[src/ils_pkg.sv]
// Shared types and constants for the indexed list store.
// Used by ils_mem, ils_seq, indexed_list_store and ils_checker; no dependencies.
package ils_pkg;

  // widest memory address, wide enough for a capacity of up to 4096 entries
  localparam int unsigned MaxAddrW = 12;
  localparam int unsigned DataW    = 32;
  localparam int unsigned TotalW   = 7;

  // request codes carried on func
  localparam logic [2:0] FnRead     = 3'd0;
  localparam logic [2:0] FnInsFront = 3'd1;
  localparam logic [2:0] FnInsEnd   = 3'd2;
  localparam logic [2:0] FnInsPos   = 3'd3;
  localparam logic [2:0] FnDelete   = 3'd4;

  // status codes
  localparam logic [1:0] StOk    = 2'd0;
  localparam logic [1:0] StRange = 2'd1;
  localparam logic [1:0] StFull  = 2'd2;

  // one cycle of memory traffic: at most one write and one read
  typedef struct packed {
    logic                we;
    logic [MaxAddrW-1:0] waddr;
    logic [DataW-1:0]    wdata;
    logic                re;
    logic [MaxAddrW-1:0] raddr;
  } mem_req_t;

  // finished result handed from the sequencer to the output register
  typedef struct packed {
    logic signed [DataW-1:0] read_value;
    logic [1:0]              status;
    logic [TotalW-1:0]       element_total;
  } res_t;

endpackage

[src/ils_mem.sv]
// Element storage: one write port and one read port with registered read data.
// Depends on ils_pkg for the request type.
module ils_mem
  import ils_pkg::*;
#(
  parameter int unsigned Depth = 64,
  parameter int unsigned AddrW = 6
) (
  input  logic             clk_i,
  input  mem_req_t         req_i,
  output logic [DataW-1:0] rdata_o
);

  logic [DataW-1:0] mem_q [Depth];
  logic [DataW-1:0] rdata_q;

  // write port
  always_ff @(posedge clk_i) begin
    if (req_i.we) begin
      mem_q[req_i.waddr[AddrW-1:0]] <= req_i.wdata;
    end
  end

  // read port, registered, holds until the next read
  always_ff @(posedge clk_i) begin
    if (req_i.re) begin
      rdata_q <= mem_q[req_i.raddr[AddrW-1:0]];
    end
  end

  assign rdata_o = rdata_q;

endmodule

[src/ils_seq.sv]
// Request sequencer: decodes a request, walks the memory to open or close a gap,
// keeps the element count and produces one result. Depends on ils_pkg.
module ils_seq
  import ils_pkg::*;
#(
  parameter int unsigned Capacity = 64,
  parameter int unsigned AddrW    = 6,
  parameter int unsigned CountW   = 7
) (
  input  logic             clk_i,
  input  logic             rst_ni,
  input  logic             in_valid_i,
  output logic             in_ready_o,
  input  logic [2:0]       func_i,
  input  logic [6:0]       position_i,
  input  logic [DataW-1:0] item_value_i,
  output mem_req_t         mem_req_o,
  input  logic [DataW-1:0] mem_rdata_i,
  output logic             res_valid_o,
  input  logic             res_ready_i,
  output res_t             res_o
);

  localparam int unsigned CmpW = (CountW > 7) ? CountW : 7;

  typedef enum logic [2:0] {
    SIdle,
    SInsShift,
    SInsLast,
    SInsPut,
    SDelShift,
    SDelLast,
    SFin
  } state_e;

  state_e                  state_q, state_d;
  logic [CountW-1:0]       count_q, count_d;
  logic [AddrW-1:0]        ptr_q, ptr_d;
  logic [AddrW-1:0]        wptr_q, wptr_d;
  logic                    pend_q, pend_d;
  logic [AddrW-1:0]        pos_q, pos_d;
  logic [DataW-1:0]        val_q, val_d;
  logic signed [DataW-1:0] rv_q, rv_d;
  logic [1:0]              st_q, st_d;
  logic                    use_rd_q, use_rd_d;

  logic [CmpW-1:0]  pos_x, cnt_x;
  logic             pos_lt, pos_gt, full;
  logic [AddrW-1:0] pos_a, cnt_a, last_a, tgt;
  mem_req_t         req;

  // position checks against the current count
  assign pos_x  = CmpW'(position_i);
  assign cnt_x  = CmpW'(count_q);
  assign pos_lt = pos_x < cnt_x;
  assign pos_gt = pos_x > cnt_x;
  assign full   = count_q == CountW'(Capacity);
  assign pos_a  = AddrW'(position_i);
  assign cnt_a  = AddrW'(count_q);
  assign last_a = cnt_a - AddrW'(1);

  // next state and memory traffic
  always_comb begin
    state_d  = state_q;
    count_d  = count_q;
    ptr_d    = ptr_q;
    wptr_d   = wptr_q;
    pend_d   = pend_q;
    pos_d    = pos_q;
    val_d    = val_q;
    rv_d     = rv_q;
    st_d     = st_q;
    use_rd_d = use_rd_q;
    tgt      = '0;
    req      = '0;
    unique case (state_q)
      SIdle: begin
        if (in_valid_i) begin
          val_d    = item_value_i;
          pos_d    = pos_a;
          rv_d     = '0;
          st_d     = StOk;
          use_rd_d = 1'b0;
          pend_d   = 1'b0;
          state_d  = SFin;
          case (func_i) inside
            FnRead: begin
              if (pos_lt) begin
                req.re   = 1'b1;
                req.raddr = MaxAddrW'(pos_a);
                use_rd_d = 1'b1;
              end else begin
                rv_d = '1;
                st_d = StRange;
              end
            end
            FnInsFront, FnInsEnd, FnInsPos: begin
              if (full) begin
                st_d = StFull;
              end else if (func_i == FnInsPos && pos_gt) begin
                rv_d = '1;
                st_d = StRange;
              end else begin
                if (func_i == FnInsFront) begin
                  tgt = '0;
                end else if (func_i == FnInsEnd) begin
                  tgt = cnt_a;
                end else begin
                  tgt = pos_a;
                end
                pos_d = tgt;
                if (tgt == cnt_a) begin
                  // append: no entries move
                  req.we    = 1'b1;
                  req.waddr = MaxAddrW'(tgt);
                  req.wdata = item_value_i;
                  count_d   = count_q + CountW'(1);
                end else begin
                  ptr_d   = last_a;
                  state_d = SInsShift;
                end
              end
            end
            FnDelete: begin
              if (!pos_lt) begin
                rv_d = '1;
                st_d = StRange;
              end else if (pos_a == last_a) begin
                count_d = count_q - CountW'(1);
              end else begin
                ptr_d   = pos_a + AddrW'(1);
                state_d = SDelShift;
              end
            end
            default: begin
              st_d = StRange;
            end
          endcase
        end
      end
      // read one slot down, write the previous read one slot up
      SInsShift: begin
        req.re    = 1'b1;
        req.raddr = MaxAddrW'(ptr_q);
        req.we    = pend_q;
        req.waddr = MaxAddrW'(wptr_q);
        req.wdata = mem_rdata_i;
        pend_d    = 1'b1;
        wptr_d    = ptr_q + AddrW'(1);
        if (ptr_q == pos_q) begin
          state_d = SInsLast;
        end else begin
          ptr_d = ptr_q - AddrW'(1);
        end
      end
      SInsLast: begin
        req.we    = 1'b1;
        req.waddr = MaxAddrW'(wptr_q);
        req.wdata = mem_rdata_i;
        state_d   = SInsPut;
      end
      SInsPut: begin
        req.we    = 1'b1;
        req.waddr = MaxAddrW'(pos_q);
        req.wdata = val_q;
        count_d   = count_q + CountW'(1);
        state_d   = SFin;
      end
      // read one slot up, write the previous read one slot down
      SDelShift: begin
        req.re    = 1'b1;
        req.raddr = MaxAddrW'(ptr_q);
        req.we    = pend_q;
        req.waddr = MaxAddrW'(wptr_q);
        req.wdata = mem_rdata_i;
        pend_d    = 1'b1;
        wptr_d    = ptr_q - AddrW'(1);
        if (ptr_q == last_a) begin
          state_d = SDelLast;
        end else begin
          ptr_d = ptr_q + AddrW'(1);
        end
      end
      SDelLast: begin
        req.we    = 1'b1;
        req.waddr = MaxAddrW'(wptr_q);
        req.wdata = mem_rdata_i;
        count_d   = count_q - CountW'(1);
        state_d   = SFin;
      end
      SFin: begin
        if (res_ready_i) begin
          state_d = SIdle;
        end
      end
      default: begin
        state_d = SIdle;
      end
    endcase
  end

  // state and registered request fields
  always_ff @(posedge clk_i or negedge rst_ni) begin
    if (!rst_ni) begin
      state_q  <= SIdle;
      count_q  <= '0;
      pend_q   <= 1'b0;
      use_rd_q <= 1'b0;
    end else begin
      state_q  <= state_d;
      count_q  <= count_d;
      pend_q   <= pend_d;
      use_rd_q <= use_rd_d;
    end
  end

  always_ff @(posedge clk_i) begin
    ptr_q  <= ptr_d;
    wptr_q <= wptr_d;
    pos_q  <= pos_d;
    val_q  <= val_d;
    rv_q   <= rv_d;
    st_q   <= st_d;
  end

  assign in_ready_o  = state_q == SIdle;
  assign mem_req_o   = req;
  assign res_valid_o = state_q == SFin;

  // result fields, read data taken straight from the memory port
  always_comb begin
    res_o.read_value    = use_rd_q ? mem_rdata_i : rv_q;
    res_o.status        = st_q;
    res_o.element_total = TotalW'(count_q);
  end

endmodule

[src/indexed_list_store.sv]
// Indexed list store: an ordered list of up to CAPACITY signed 32-bit values in one
// synchronous memory, serving read, insert front, insert end, insert at position and
// delete at position, one request at a time with one result per request. A read, an
// append or a rejected request moves no entries; an insert at position p moves the
// entries from p onward up one slot and a delete at p moves the entries behind p down
// one slot, each through the single memory read port and write port one entry per
// cycle; a delete of the last entry moves none. The result sits in an output register,
// so a new request is taken while the previous result waits.
// Depends on ils_pkg, ils_seq and ils_mem.
module indexed_list_store
  import ils_pkg::*;
#(
  parameter int unsigned CAPACITY = 64
) (
  input  logic                    clk_i,
  input  logic                    rst_ni,
  input  logic                    in_valid_i,
  output logic                    in_ready_o,
  input  logic [2:0]              func_i,
  input  logic [6:0]              position_i,
  input  logic signed [31:0]      item_value_i,
  output logic                    out_valid_o,
  input  logic                    out_ready_i,
  output logic signed [31:0]      read_value_o,
  output logic [1:0]              status_o,
  output logic [6:0]              element_total_o
);

  localparam int unsigned AddrW  = $clog2(CAPACITY);
  localparam int unsigned CountW = $clog2(CAPACITY + 1);

  mem_req_t         mem_req;
  logic [DataW-1:0] mem_rdata;
  logic             res_valid, res_ready;
  res_t             res;
  logic             out_valid_q;
  res_t             out_q;

  ils_seq #(
    .Capacity(CAPACITY),
    .AddrW   (AddrW),
    .CountW  (CountW)
  ) u_seq (
    .clk_i       (clk_i),
    .rst_ni      (rst_ni),
    .in_valid_i  (in_valid_i),
    .in_ready_o  (in_ready_o),
    .func_i      (func_i),
    .position_i  (position_i),
    .item_value_i(item_value_i),
    .mem_req_o   (mem_req),
    .mem_rdata_i (mem_rdata),
    .res_valid_o (res_valid),
    .res_ready_i (res_ready),
    .res_o       (res)
  );

  ils_mem #(
    .Depth(CAPACITY),
    .AddrW(AddrW)
  ) u_mem (
    .clk_i  (clk_i),
    .req_i  (mem_req),
    .rdata_o(mem_rdata)
  );

  // output register, loaded when empty or being drained
  assign res_ready = !out_valid_q || out_ready_i;

  always_ff @(posedge clk_i or negedge rst_ni) begin
    if (!rst_ni) begin
      out_valid_q <= 1'b0;
    end else if (res_ready) begin
      out_valid_q <= res_valid;
    end
  end

  always_ff @(posedge clk_i) begin
    if (res_ready && res_valid) begin
      out_q <= res;
    end
  end

  assign out_valid_o     = out_valid_q;
  assign read_value_o    = out_q.read_value;
  assign status_o        = out_q.status;
  assign element_total_o = out_q.element_total;

endmodule

[config.mk]
export PLATFORM = sky130hd
export DESIGN_NAME = indexed_list_store
export DESIGN_NICKNAME = d
export VERILOG_FILES = /design/src/ils_pkg.sv /design/src/ils_mem.sv /design/src/ils_seq.sv /design/src/indexed_list_store.sv
export SDC_FILE = /design/constraint.sdc
export NUM_CORES = 2
export LEC_CHECK = 0
export ABC_CLOCK_PERIOD_IN_PS = 4900
export BUFFER_PORTS_ARGS = -buffer_cell sky130_fd_sc_hd__buf_4
export CELL_PAD_IN_SITES_DETAIL_PLACEMENT = 2
export CELL_PAD_IN_SITES_GLOBAL_PLACEMENT = 2
export CORE_MARGIN = 5
export CORE_UTILIZATION = 41
export CTS_BUF_LIST = sky130_fd_sc_hd__clkbuf_16
export DETAILED_ROUTE_END_ITERATION = 6
export PLACE_DENSITY_LB_ADDON = 0.1
export SLEW_MARGIN = 20
export SYNTH_ARGS = -nofsm -noshare
export SYNTH_HDL_FRONTEND = slang
export SYNTH_SLANG_ARGS = --single-unit
[constraint.sdc]
create_clock -name clk_i -period 4.9 [get_ports clk_i]
set_input_delay 0.49 -clock clk_i [delete_from_list [all_inputs] [get_ports clk_i]]
set_output_delay 0.49 -clock clk_i [all_outputs]
set_load 0.05 [all_outputs]
==> reports/results.tsv <==
stage	metric	value	unit
hold_path	hold path endpoint	u_seq.pend_q	
worst_setup_path	Setup crit start kind	flip-flop	
sta	Worst-Margin Slew	1.17	ns
detailed_routing	drc violations	0	
grt	first-pass GRT wire length	496	mm
sta	Clock Skews	0.0295	ns
detailed_routing	initial DRC count	6998	
logic_synthesis	sequential element share of the synthesized area	75.1	%
detailed_routing	Via Count	61800	
place	port bufs	88	
grt	vias in the first global route	66000	
grt	initial antenna violation count	26	
clocking	clock transition at the registers of the reported paths	0.06	ns
worst_setup_path	CP Buf/Inv Count	4	
worst_setup_path	CP top delay family	compound AO/OA/AOI/OAI gates	
worst_setup_path	Worst Reg2Reg Path Length in Cells	14	
logic_synthesis	post-synthesis async set-or-reset flop share	0.594	%
floorplan	Die ar.	0.222	mm²
worst_setup_path	R2R setup slack	0.12	ns
sta	Final WS setup	0.122	ns
worst_setup_path	Critical Path Stages	14	
grt	GRT Overall Usage	30.9	%
clocking	CTS tree	yes	
worst_setup_path	Slowest-stage cell, CP	a22o_1	
grt	largest net degree at the start of global routing	86	
worst_setup_path	worst-path fanout max	9	
floorplan	Starting Density	41.2	%
layout	fillers	20300	
floorplan	Core ar.	0.212	mm²
place	DP Worst Slack	0.143	ns
clocking	clock root buffer	clkbuf_16	
detailed_routing	drt first pass iters	7	
worst_setup_path	cell repeated most along the worst path	buf_4	
clocking	Worst-Skew Late Latency	0.88	ns
hold_path	hold path depth	3	
clocking	Clock Path Buffers	3	
layout	post-layout util	48.4	%
floorplan	die span in x	472	µm
logic_synthesis	mapped cell area	0.0874	mm²
status	result of the run	completed	
sta	final hold violations	0	
hold_path	Hold Crit Class	primary input to flip-flop	
logic_synthesis	Yosys warning total	0	
worst_setup_path	reg2reg start	u_seq.cnt_x[2]	
sta	Period minus WS final	4.78	ns
detailed_routing	WL final	350	mm
worst_setup_path	max incr delay on CP	0.70	ns
sta	Tcrit/Tclk final	97.5	%
floorplan	chip height	472	µm
logic_synthesis	Synth Instances	6710	
sta	TNS Setup	0	ns
layout	area delta synth->final	17.6	%
logic_synthesis	Post-synth EDFFs	2174	
worst_setup_path	cells along the critical path	inv_1 > ha_1 > a21oi_1 > a21oi_2 > buf_4 > nor3_2 > a22o_1 > buf_4 > buf_4 > a31oi_1 > a31oi_1 > o21ai_0 > nand3_1 > nor3_1	
worst_setup_path	Setup Crit Path Kind	flip-flop to flip-flop	
worst_setup_path	Critical Path AT	5.38	ns
job	max-cap check violation count	0	
logic_synthesis	Avg Cell Area, Syn	13.0	µm²
place	DP Wirelength	207	mm
hold_path	worst hold start	in_valid_i	
layout	share of layout cells above drive strength 1	13.0	%
sta	final slew viol count	0	
sta	endpoints failing setup	0	
worst_setup_path	reg2reg end	u_mem.rdata_o[6]	
place	DP Area	0.0947	mm²
logic_synthesis	Syn Nets	6768	
grt	GRT overflow	0	
detailed_routing	post-route ant nets	0	
logic_synthesis	synth unique cells	82	
floorplan	IO Count	89	
logic_synthesis	FF+latch count, synth	2187	
worst_setup_path	Worst setup EP type	flip-flop	
worst_setup_path	Critical Path RT	5.50	ns
layout	final net count	7064	
clocking	clk sinks	2187	
clocking	H-Tree Depth	4	
sta	fmax	209	MHz
clocking	CTS Buf Count	231	
detailed_routing	WL per Instance	34.8	µm
place	routability cong.	0.841	
layout	post-route cell area	0.103	mm²
floorplan	Cell Rows	169	
detailed_routing	Via density	6.16	
logic_synthesis	Most used DFF post-synth	edfxtp_1	
sta	relative slew slack	22.0	%
==> worst max-delay path by stage <==
stage	startpoint	slack, ns	end
finish	u_seq.cnt_x[2]	0.12	u_mem.rdata_o[6]
global route	u_seq.cnt_x[2]	-0.005	u_mem.rdata_o[6]
CTS	u_seq.cnt_x[2]	0.09	u_mem.rdata_o[27]
detailed placement	position_i[2]	0.14	u_mem.rdata_o[27]
global placement	position_i[4]	0.19	u_mem.rdata_o[27]
floorplan	u_seq.state_q[2]	-0.08	u_mem.mem_q[24][0]
==> routing by layer <==
layer	share of wire, %	track usage [%]	vias to the layer above
met5	0.019	0	-
li1	-	-	25400
met3	8.0	5.34	614
met1	41	42.1	33000
met4	3.4	10.0	10
met2	48	50.8	2835
==> final cells by class <==
class,count,area (µm²),share of cell area [%]
clock inverters,203,1640,1.59
inverters,51,191,0.186
repair buffers,505,5460,5.32
well taps,2821,3530,3.44
clock buffers,235,5880,5.72
multi-input cells,4030,20400,19.9
diodes,4,10.0,0.00974
flip-flops and latches,2187,65600,63.9
==> synth_stat cells, drive strengths merged, types with 6 or more instances <==
| library cell | n | share of area, % |
|---|---|---|
| a21oi | 100 | 0.58 |
| a222oi | 36 | 0.41 |
| a22o | 11 | 0.11 |
| a22oi | 22 | 0.19 |
| a31oi | 187 | 1.3 |
| a32oi | 71 | 0.71 |
| and2 | 7 | 0.052 |
| and3 | 95 | 0.68 |
| and4 | 23 | 0.23 |
| buf | 182 | 0.96 |
| clkbuf | 260 | 1.1 |
| dfrtp | 13 | 0.37 |
| edfxtp | 2174 | 75 |
| ha | 12 | 0.17 |
| inv | 50 | 0.21 |
| mux2i | 69 | 0.79 |
| nand2 | 2011 | 8.6 |
| nand2b | 7 | 0.050 |
| nand3 | 946 | 5.4 |
| nand4 | 51 | 0.37 |
| nor2 | 120 | 0.53 |
| nor3 | 13 | 0.086 |
| nor4 | 8 | 0.074 |
| o2111ai | 52 | 0.52 |
| o21ai | 44 | 0.25 |
| o221ai | 6 | 0.060 |
| o22ai | 9 | 0.064 |
| xnor2 | 29 | 0.31 |
| xor2 | 13 | 0.13 |
==> cell families (layout without fill, tap and decap cells) <==
family                   after synthesis  in the layout  synth area share [%]
AND/OR/NAND/NOR                     3309           3309                  16.4
flip-flops                          2187           2187                  75.1
AO/OA/AOI/OAI                        596            596                  4.82
buffers and inverters                493            994                  2.30
multiplexers                          71             71                 0.816
XOR/XNOR                              42             42                 0.442
adder cells (fa/ha/maj)               12             12                 0.172
other                                  0              4                     0
==> placed cells by master (no fill, tap or decap), types with 13 or more instances in the layout <==
master	instances
edfxtp_1	2174
nand2_1	2010
nand3_1	946
buf_4	343
clkbuf_16	236
a31oi_1	186
buf_12	123
a21oi_1	99
and3_1	95
inv_1	73
nor2_4	71
a32oi_1	71
mux2i_1	69
clkinv_1	58
nand4_1	51
o2111ai_1	50
nor2_1	48
clkinv_2	46
o21ai_0	42
dlygate4sd3_1	37
a222oi_1	36
inv_2	33
xnor2_1	27
bufinv_16	24
a22oi_1	22
and4_1	22
xor2_1	13
==> per-stage QoR <==
step                      hold slack (ns)  std cells
final                              0.0569      10000
after floorplan                     0.194       6710
after global placement              0.368       9553
after detailed placement            0.370       9553
after global routing               0.0270      10000
after CTS                        0.000691      10000
==> timing repair <==
action,4_1_cts,5_1_grt
setup endpoints to repair,0,2
hold endpoints to repair,52,0
hold buffers,37,0
resized for setup,0,2
setup buffers,0,2
==> tightest hold or removal path, cell delays in order <==
cell and delay, ns:
buf_4 0.12, nand2_1 0.14, a21o_1 0.14
==> state kept, by name, summed over array words and instances, names as in the netlist, 2 cells and up <==
name	flops
u_seq.st_q	2
u_seq.state_q	3
u_seq.ptr_q	6
status_o	2
u_seq.val_q	32
u_seq.wptr_q	6
element_total_o	7
u_seq.pos_q	6
u_mem.rdata_o	32
u_seq.cnt_x	7
u_mem.mem_q	2048
read_value_o	32
Power is left out: the tool's default activity adds up to more than one toggle a clock period on the data nets, which glitch-free logic cannot reach.
